## config.mk

```make
export PLATFORM = sky130hd
export DESIGN_NAME = operand_addressing_mode_encoder_core
export DESIGN_NICKNAME = d
export VERILOG_FILES = /design/src/sv/omae_pkg.sv /design/src/sv/operand_addressing_mode_encoder_core.sv /design/src/sv/omae_parser.sv /design/src/sv/omae_out_buf.sv
export SDC_FILE = /design/constraint.sdc
export NUM_CORES = 1
export LEC_CHECK = 0
export BUFFER_PORTS_ARGS = -buffer_cell sky130_fd_sc_hd__buf_4
export CORE_ASPECT_RATIO = 0.7
export CORE_MARGIN = 5
export CORE_UTILIZATION = 30
export DETAILED_ROUTE_END_ITERATION = 10
export GPL_ROUTABILITY_DRIVEN = 0
export HOLD_SLACK_MARGIN = 0.12
export PLACE_DENSITY = 0.49
export SYNTH_ARGS = -nofsm -noshare
export SYNTH_HDL_FRONTEND = slang
export SYNTH_SLANG_ARGS = --single-unit
```

## constraint.sdc

```tcl
create_clock -name clk -period 4.1 [get_ports clk]
set_input_delay 0.615 -clock clk [delete_from_list [all_inputs] [get_ports clk]]
set_output_delay 0.615 -clock clk [all_outputs]
set_load 0.005 [all_outputs]
```

## src/sv/omae_pkg.sv

```systemverilog
package omae_pkg;

    localparam int INDEX_WIDTH = 16;
    localparam int WORD_WIDTH  = 16;

    // Character codes of the operand syntax.
    localparam logic [7:0] CH_R      = 8'h52;
    localparam logic [7:0] CH_LPAREN = 8'h28;
    localparam logic [7:0] CH_RPAREN = 8'h29;
    localparam logic [7:0] CH_AT     = 8'h40;
    localparam logic [7:0] CH_MINUS  = 8'h2D;
    localparam logic [7:0] CH_PLUS   = 8'h2B;
    localparam logic [7:0] CH_ZERO   = 8'h30;
    localparam logic [7:0] CH_NINE   = 8'h39;

    // Addressing modes.
    localparam logic [2:0] MODE_REG         = 3'b000;
    localparam logic [2:0] MODE_DEF         = 3'b001;
    localparam logic [2:0] MODE_AUTOINC     = 3'b010;
    localparam logic [2:0] MODE_AUTOINC_DEF = 3'b011;
    localparam logic [2:0] MODE_AUTODEC     = 3'b100;
    localparam logic [2:0] MODE_AUTODEC_DEF = 3'b101;
    localparam logic [2:0] MODE_INDEXED     = 3'b110;
    localparam logic [2:0] MODE_INDEXED_DEF = 3'b111;

    localparam logic [3:0] MAX_REG = 4'd7;
    localparam logic [3:0] REG_SAT = 4'd8;

    typedef enum logic [11:0] {
        PH_START       = 12'b0000_0000_0001,
        PH_AT          = 12'b0000_0000_0010,
        PH_MINUS       = 12'b0000_0000_0100,
        PH_INDEX       = 12'b0000_0000_1000,
        PH_LPAREN      = 12'b0000_0001_0000,
        PH_REG_R       = 12'b0000_0010_0000,
        PH_REG_DIGITS  = 12'b0000_0100_0000,
        PH_BARE_R      = 12'b0000_1000_0000,
        PH_BARE_DIGITS = 12'b0001_0000_0000,
        PH_RPAREN      = 12'b0010_0000_0000,
        PH_PLUS_DONE   = 12'b0100_0000_0000,
        PH_ERROR       = 12'b1000_0000_0000
    } phase_t;

    typedef struct packed {
        logic [7:0] char_code;
        logic       last_char;
    } char_item_t;

    // The index word is the low bits of the index (zero without an index or on
    // an error), whatever width the index is accumulated at.
    typedef struct packed {
        logic                  parse_error;
        logic [5:0]            specifier;
        logic                  has_index;
        logic [WORD_WIDTH-1:0] index_word;
    } result_item_t;

endpackage

```

## src/sv/operand_addressing_mode_encoder_core.sv

```systemverilog
// Channel   Valid          Stall          Payload
// input     char_valid     char_stall     char_data   (omae_pkg::char_item_t)
// output    result_valid   result_stall   result_data (omae_pkg::result_item_t)
//
// One character is taken per cycle while char_stall is low; the character that ends the token
// passes through the input register, then its result is loaded into the result register.
// Reset clears the parse state and both valid flags.
// Characters keep flowing while a result waits; only a token's last character
// waits for the result register to empty.
module operand_addressing_mode_encoder_core (
    input  logic                   clk,
    input  logic                   rst_n,
    input  logic                   char_valid,
    output logic                   char_stall,
    input  omae_pkg::char_item_t   char_data,
    output logic                   result_valid,
    input  logic                   result_stall,
    output omae_pkg::result_item_t result_data
);

    logic                   in_valid_reg, in_valid_next;
    omae_pkg::char_item_t   in_data_reg, in_data_next;
    logic                   accept;
    logic                   fire;
    omae_pkg::result_item_t parse_result;

    // A last character needs a free result register; others never wait.
    assign fire = in_valid_reg &&
                  (!in_data_reg.last_char || !result_valid || !result_stall);
    assign char_stall = in_valid_reg && !fire;
    assign accept = char_valid && !char_stall;

    always_comb
    begin
        in_valid_next = accept || (in_valid_reg && !fire);
        in_data_next  = accept ? char_data : in_data_reg;
    end

    always_ff @(posedge clk or negedge rst_n)
    begin
        if (!rst_n)
            in_valid_reg <= 1'b0;
        else
            in_valid_reg <= in_valid_next;
    end

    always_ff @(posedge clk)
    begin
        in_data_reg <= in_data_next;
    end

    omae_parser u_parser (
        .clk    (clk),
        .rst_n  (rst_n),
        .step   (fire),
        .item   (in_data_reg),
        .result (parse_result)
    );

    omae_out_buf u_out_buf (
        .clk       (clk),
        .rst_n     (rst_n),
        .load      (fire && in_data_reg.last_char),
        .load_data (parse_result),
        .stall     (result_stall),
        .valid     (result_valid),
        .data      (result_data)
    );

    a_nonlast_flows: assert property (@(posedge clk) disable iff (!rst_n)
        in_valid_reg && !in_data_reg.last_char |-> !char_stall)
        else $error("non-final character held back");

endmodule

```

## src/sv/omae_parser.sv

```systemverilog
module omae_parser (
    input  logic                  clk,
    input  logic                  rst_n,
    input  logic                  step,
    input  omae_pkg::char_item_t  item,
    output omae_pkg::result_item_t result
);

    omae_pkg::phase_t                 phase_reg, phase_next;
    logic                             deferred_reg, deferred_next;
    logic                             predec_reg, predec_next;
    logic                             index_form_reg, index_form_next;
    logic                             index_neg_reg, index_neg_next;
    logic [omae_pkg::INDEX_WIDTH-1:0] index_acc_reg, index_acc_next;
    logic [3:0]                       reg_acc_reg, reg_acc_next;
    logic                             digits_reg, digits_next;

    // Values after this character, before the end-of-token clear.
    omae_pkg::phase_t                 ph_a;
    logic                             def_a, pre_a, idxf_a, neg_a, dig_a;
    logic [omae_pkg::INDEX_WIDTH-1:0] acc_a, acc_step, idx_val;
    logic [3:0]                       reg_a, reg_step;
    logic [6:0]                       reg_wide;
    logic [7:0]                       c;
    logic                             is_dig;
    logic [3:0]                       d;
    logic                             ok;
    logic [2:0]                       mode;

    always_comb
    begin
        c        = item.char_code;
        is_dig   = (c >= omae_pkg::CH_ZERO) && (c <= omae_pkg::CH_NINE);
        d        = c[3:0];
        acc_step = (index_acc_reg << 3) + (index_acc_reg << 1)
                   + omae_pkg::INDEX_WIDTH'(d);
        reg_wide = 7'(reg_acc_reg) * 7'd10 + 7'(d);
        reg_step = ((reg_acc_reg >= omae_pkg::REG_SAT) || (reg_wide > 7'(omae_pkg::REG_SAT)))
                   ? omae_pkg::REG_SAT : reg_wide[3:0];

        ph_a   = omae_pkg::PH_ERROR;
        def_a  = deferred_reg;
        pre_a  = predec_reg;
        idxf_a = index_form_reg;
        neg_a  = index_neg_reg;
        acc_a  = index_acc_reg;
        reg_a  = reg_acc_reg;
        dig_a  = digits_reg;

        case (phase_reg)
            omae_pkg::PH_START, omae_pkg::PH_AT:
            begin
                if (c == omae_pkg::CH_R && phase_reg == omae_pkg::PH_START)
                    ph_a = omae_pkg::PH_BARE_R;
                else if (c == omae_pkg::CH_LPAREN)
                    ph_a = omae_pkg::PH_LPAREN;
                else if (c == omae_pkg::CH_AT && phase_reg == omae_pkg::PH_START)
                begin
                    def_a = 1'b1;
                    ph_a  = omae_pkg::PH_AT;
                end
                else if (c == omae_pkg::CH_MINUS)
                    ph_a = omae_pkg::PH_MINUS;
                else if (c == omae_pkg::CH_PLUS)
                begin
                    idxf_a = 1'b1;
                    ph_a   = omae_pkg::PH_INDEX;
                end
                else if (is_dig)
                begin
                    idxf_a = 1'b1;
                    acc_a  = acc_step;
                    dig_a  = 1'b1;
                    ph_a   = omae_pkg::PH_INDEX;
                end
            end
            omae_pkg::PH_MINUS:
            begin
                if (c == omae_pkg::CH_LPAREN)
                begin
                    pre_a = 1'b1;
                    ph_a  = omae_pkg::PH_LPAREN;
                end
                else if (is_dig)
                begin
                    idxf_a = 1'b1;
                    neg_a  = 1'b1;
                    acc_a  = acc_step;
                    dig_a  = 1'b1;
                    ph_a   = omae_pkg::PH_INDEX;
                end
            end
            omae_pkg::PH_INDEX:
            begin
                if (is_dig)
                begin
                    acc_a = acc_step;
                    dig_a = 1'b1;
                    ph_a  = omae_pkg::PH_INDEX;
                end
                else if (c == omae_pkg::CH_LPAREN && digits_reg)
                    ph_a = omae_pkg::PH_LPAREN;
            end
            omae_pkg::PH_LPAREN:
            begin
                if (c == omae_pkg::CH_R)
                    ph_a = omae_pkg::PH_REG_R;
            end
            omae_pkg::PH_REG_R, omae_pkg::PH_REG_DIGITS:
            begin
                if (is_dig)
                begin
                    reg_a = reg_step;
                    ph_a  = omae_pkg::PH_REG_DIGITS;
                end
                else if (c == omae_pkg::CH_RPAREN && phase_reg == omae_pkg::PH_REG_DIGITS)
                    ph_a = omae_pkg::PH_RPAREN;
            end
            omae_pkg::PH_BARE_R, omae_pkg::PH_BARE_DIGITS:
            begin
                if (is_dig)
                begin
                    reg_a = reg_step;
                    ph_a  = omae_pkg::PH_BARE_DIGITS;
                end
            end
            omae_pkg::PH_RPAREN:
            begin
                if (c == omae_pkg::CH_PLUS && !index_form_reg && !predec_reg)
                    ph_a = omae_pkg::PH_PLUS_DONE;
            end
            default:
            begin
                ph_a = omae_pkg::PH_ERROR;
            end
        endcase

        // Classify the finished token.
        ok   = 1'b1;
        mode = omae_pkg::MODE_REG;
        if (ph_a == omae_pkg::PH_BARE_DIGITS)
            mode = omae_pkg::MODE_REG;
        else if (ph_a == omae_pkg::PH_RPAREN)
        begin
            if (idxf_a)
                mode = def_a ? omae_pkg::MODE_INDEXED_DEF : omae_pkg::MODE_INDEXED;
            else if (pre_a)
                mode = def_a ? omae_pkg::MODE_AUTODEC_DEF : omae_pkg::MODE_AUTODEC;
            else if (def_a)
                ok = 1'b0;
            else
                mode = omae_pkg::MODE_DEF;
        end
        else if (ph_a == omae_pkg::PH_PLUS_DONE)
            mode = def_a ? omae_pkg::MODE_AUTOINC_DEF : omae_pkg::MODE_AUTOINC;
        else
            ok = 1'b0;
        if (reg_a > omae_pkg::MAX_REG)
            ok = 1'b0;

        idx_val = neg_a ? (~acc_a + omae_pkg::INDEX_WIDTH'(1)) : acc_a;

        result.parse_error = !ok;
        result.specifier   = ok ? {mode, reg_a[2:0]} : 6'd0;
        result.has_index   = ok && idxf_a;
        result.index_word  = (ok && idxf_a) ? omae_pkg::WORD_WIDTH'(idx_val) : '0;

        phase_next      = phase_reg;
        deferred_next   = deferred_reg;
        predec_next     = predec_reg;
        index_form_next = index_form_reg;
        index_neg_next  = index_neg_reg;
        index_acc_next  = index_acc_reg;
        reg_acc_next    = reg_acc_reg;
        digits_next     = digits_reg;
        if (step)
        begin
            if (item.last_char)
            begin
                phase_next      = omae_pkg::PH_START;
                deferred_next   = 1'b0;
                predec_next     = 1'b0;
                index_form_next = 1'b0;
                index_neg_next  = 1'b0;
                index_acc_next  = '0;
                reg_acc_next    = 4'd0;
                digits_next     = 1'b0;
            end
            else
            begin
                phase_next      = ph_a;
                deferred_next   = def_a;
                predec_next     = pre_a;
                index_form_next = idxf_a;
                index_neg_next  = neg_a;
                index_acc_next  = acc_a;
                reg_acc_next    = reg_a;
                digits_next     = dig_a;
            end
        end
    end

    always_ff @(posedge clk or negedge rst_n)
    begin
        if (!rst_n)
        begin
            phase_reg      <= omae_pkg::PH_START;
            deferred_reg   <= 1'b0;
            predec_reg     <= 1'b0;
            index_form_reg <= 1'b0;
            index_neg_reg  <= 1'b0;
            index_acc_reg  <= '0;
            reg_acc_reg    <= 4'd0;
            digits_reg     <= 1'b0;
        end
        else
        begin
            phase_reg      <= phase_next;
            deferred_reg   <= deferred_next;
            predec_reg     <= predec_next;
            index_form_reg <= index_form_next;
            index_neg_reg  <= index_neg_next;
            index_acc_reg  <= index_acc_next;
            reg_acc_reg    <= reg_acc_next;
            digits_reg     <= digits_next;
        end
    end

    a_clear_after_last: assert property (@(posedge clk) disable iff (!rst_n)
        step && item.last_char |=> phase_reg == omae_pkg::PH_START && reg_acc_reg == 4'd0)
        else $error("parser state not cleared after the last character");

    a_reg_saturates: assert property (@(posedge clk) disable iff (!rst_n)
        reg_acc_reg <= omae_pkg::REG_SAT)
        else $error("register accumulator above its saturation value");

    a_index_needs_form: assert property (@(posedge clk) disable iff (!rst_n)
        digits_reg |-> index_form_reg)
        else $error("index digits recorded outside an indexed form");

endmodule

```

## src/sv/omae_out_buf.sv

```systemverilog
module omae_out_buf (
    input  logic                   clk,
    input  logic                   rst_n,
    input  logic                   load,
    input  omae_pkg::result_item_t load_data,
    input  logic                   stall,
    output logic                   valid,
    output omae_pkg::result_item_t data
);

    logic                   valid_reg, valid_next;
    omae_pkg::result_item_t data_reg, data_next;

    always_comb
    begin
        valid_next = load || (valid_reg && stall);
        data_next  = load ? load_data : data_reg;
    end

    always_ff @(posedge clk or negedge rst_n)
    begin
        if (!rst_n)
            valid_reg <= 1'b0;
        else
            valid_reg <= valid_next;
    end

    always_ff @(posedge clk)
    begin
        data_reg <= data_next;
    end

    assign valid = valid_reg;
    assign data  = data_reg;

    a_no_overwrite: assert property (@(posedge clk) disable iff (!rst_n)
        load |-> !(valid_reg && stall))
        else $error("result overwritten while still waiting for transfer");

    a_error_clean: assert property (@(posedge clk) disable iff (!rst_n)
        valid_reg && data_reg.parse_error |->
            data_reg.specifier == 6'd0 && !data_reg.has_index && data_reg.index_word == '0)
        else $error("error result carries nonzero fields");

endmodule
```

==> reports/metrics.cfg <==
[timing]
tightest_slew_ps = 737.3
final_period_minus_worst_setup_slack_ps = 3737
worst_clock_skew_ps = 10.36
max_freq_mhz = 267.6
period_share_pct = 91.14
report.final.setup_viol = 0
timing.final.max_slew_violations = 0
rsz0062_at_grt = false
max_slew_margin_vs_limit_pct = 50.85
setup_tns_ps = 0
final-hold-violation-count = 0

[pwr]
p_leak_nw = 2.490
power.density_mw_per_mm2 = 298.4
ir_worst_vdd_v = 0.0001540

[worst_setup_path]
worst_ep_required_time_ps = 4180
kind_of_start_point_of_the_critical_path = register
path_class = reg2reg
endpoint_kind = register
critical_path_peak_fanout = 4
worst-endpoint-arrival_ps = 3810

[floorplan]
floorplan.die.width_um = 162.6
dieArea_mm2 = 0.01900
dieHeight_um = 116.8
pin_count = 39
core_area_mm2 = 0.01615
num_rows = 39
initial_core_util_pct = 30.28

[cts]
tritoncts.num_buffers = 9
clock-sinks = 72
clkLatencyLatePin_ps = 350
clock_path_buffers = 2
cts_tree = yes
clockRootBuffer = clkbuf_16
clkSlewWorstSetupHoldPaths_ps = 70
cts_max_level = 3

[placement]
post-dp-hpwl_um = 10120
placement.io_buffers = 38

[drt]
first_pass_iteration_count_of_the_detailed_router = 5
routed_wire_length_per_instance_um = 16.75
antenna_left = 0
remaining_drc_errors = 0
postRouteWirelength_um = 13080
first_iter_violations = 324
avgViaCountPerCell = 5.041
routed-via-count = 3937

[synthesis]
ys_ff_latch = 72
ys.flop_type = dfrtp_1
syn-instance-count = 502
synth.yosys.warnings = 0
yosysSeqAreaShare_pct = 40.24
synth_area_per_cell_um2 = 9.743
synthesis.area_mm2 = 0.004891
synthArstFlopShare_pct = 54.17
count_of_flip_flops_with_a_built_in_enable_after_synthesis = 33
postSynthNetCount = 553
yosysUniqueCellTypes = 67

[grt]
antenna_found_initial = 0
grt_start_max_net_pins = 40
groute.usage.overall_pct = 14.58
wire_length_of_the_first_global_routing_pass_um = 21490
first_global_vias = 3805
grt.overflow.total = 0

[status]
run_status = complete, no violations

[layout]
layout-area-overhead-vs-synth_pct = 18.44
num_antenna_cells = 0
fill_cells = 1626
fraction_of_final_layout_cells_sized_beyond_drive_strength_1_pct = 17.45
final_nets = 602
final_core_util_pct = 35.87
largest_reg_flops = 24

[worst_hold_path]
holdCritPathClass = in2async

[job]
maxCapViolations = 0

## cell type report
type                            instances  area [um2]  area share, %
Sequential cell                        72        1968          33.97
Inverter                               19       71.32          1.231
Clock inverter                          7       61.31          1.058
Timing Repair Buffer                   54       405.4          6.998
Clock buffer                            9       225.2          3.888
Multi-Input combinational cell        395        2780          47.99
Tap cell                              225       281.5          4.860
## placed cells by master, fill, tap and decap left out, types with 15 or more instances in the layout
cell type	count
buf_4	54
nand2_1	50
nor2_1	48
dfrtp_1	38
o21ai_0	37
ha_1	34
edfxtp_1	33
xor2_1	23
a21oi_1	20
inv_1	19
nand3_1	15
## kinds of logic after synthesis
| kind of cell | share of synthesized area (%) |
|---|---|
| AND/OR/NAND/NOR | 21.49 |
| multiplexers | 1.919 |
| adder cells (fa/ha/maj) | 10.34 |
| XOR/XNOR | 6.268 |
| AO/OA/AOI/OAI | 16.53 |
| buffers and inverters | 3.223 |
| flip-flops | 40.24 |
## metrics by stage
| stage | total power, W | hold WS, ps | worst slack [ps] | area [um2] | cells |
|---|---|---|---|---|---|
| after detailed placement | 0.0009861 | 481.9 | 276.3 | 5492 | 765 |
| after global placement | 0.0009859 | 478.8 | 387.3 | 5492 | 765 |
| after floorplan | 0.0009072 | 319.4 | 607.6 | 4891 | 502 |
| after CTS | 0.001754 | 257.0 | 261.3 | 5778 | 781 |
| final | 0.001729 | 243.5 | 363.1 | 5793 | 781 |
| after global routing | 0.001814 | 276.6 | 0.5542 | 5793 | 781 |
## power by group
group | switching, W | internal, W
sequential | 0.0000185 | 0.000778
combinational | 0.000111 | 0.0000637
clock | 0.000337 | 0.000420
## worst paths after layout
kind                                                  startpoint                                     end  slack [ps]  cells past startpoint
max                        u_parser.index_acc_reg[0]$_DFFE_PN0P_        u_out_buf.data[14]$_SDFFCE_PN0P_         360                     14
min                                                        rst_n  u_parser.index_acc_reg[15]$_DFFE_PN0P_         240                      1
max reg2reg                u_parser.index_acc_reg[0]$_DFFE_PN0P_        u_out_buf.data[14]$_SDFFCE_PN0P_         360                     14
min reg2reg                    u_parser.deferred_reg$_DFFE_PN0P_       u_parser.deferred_reg$_DFFE_PN0P_         490                      2
max in group asynchronous                                  rst_n       u_parser.phase_reg[0]$_DFFE_PN1P_        3450                      1
min in group clk                                    char_data[6]                in_data_reg[6]$_DFFE_PP_         440                      1
## metal layers
layer | track usage (%) | vias to the layer above | wire (um) | share of wire, %
met3 | 4.550 | 12 | 929 | 7.1
li1 | - | 1940 | - | -
met5 | 0 | - | 0 | 0
met4 | 3.911 | 0 | 133 | 1.0
met2 | 17.50 | 122 | 4650 | 36
met1 | 24.00 | 1863 | 7370 | 56
## worst max-delay path, stage by stage (launching register included)
cell and delay, ps:
dfrtp_1 400, inv_1 90, fa_1 510, inv_1 70
ha_1 310, a211oi_1 300, nor2_1 120, o221a_2 300
nor2_1 120, xor2_1 220, o21ai_0 220, nor4_1 470
a21oi_1 140, xor2_1 150, nor2_1 60
## cell usage after synthesis (3+ instances only)
cell type | instances | area (um2)
mux2i_1 | 6 | 60.06
a21oi_1 | 20 | 100.1
o21ai_0 | 37 | 185.2
and2_1 | 4 | 25.02
a32o_1 | 3 | 30.03
a41oi_1 | 3 | 26.28
xnor2_1 | 12 | 105.1
nor3_1 | 12 | 60.06
edfxtp_1 | 33 | 991.0
xor2_1 | 23 | 201.4
a31oi_1 | 4 | 25.02
nor2_1 | 48 | 180.2
nor4_4 | 3 | 63.81
a22o_1 | 4 | 35.03
nor2_2 | 3 | 18.77
fa_1 | 4 | 80.08
nor2b_1 | 8 | 50.05
a21o_1 | 4 | 30.03
o22ai_1 | 3 | 18.77
a22oi_1 | 6 | 45.04
clkbuf_1 | 10 | 37.54
buf_6 | 3 | 33.78
o21bai_1 | 3 | 22.52
inv_1 | 19 | 71.32
nor4_1 | 5 | 31.28
nand3_1 | 15 | 75.07
buf_2 | 3 | 15.01
nand4_1 | 8 | 50.05
ha_1 | 34 | 425.4
dfrtp_1 | 38 | 950.9
a211oi_1 | 4 | 30.03
nand2b_1 | 10 | 62.56
o31ai_1 | 8 | 60.06
or3_1 | 5 | 31.28
nand2_1 | 50 | 187.7
and3_1 | 4 | 25.02
o21a_1 | 3 | 22.52
o41ai_1 | 4 | 35.03
## what timing repair did
action,4_1_cts,5_1_grt
endpoints found under the hold margin,0,0
hold buffers,0,0
resized for setup,0,2
setup buffers,0,0
endpoints found under the setup margin,0,2
(Power assumes the default switching activity.)
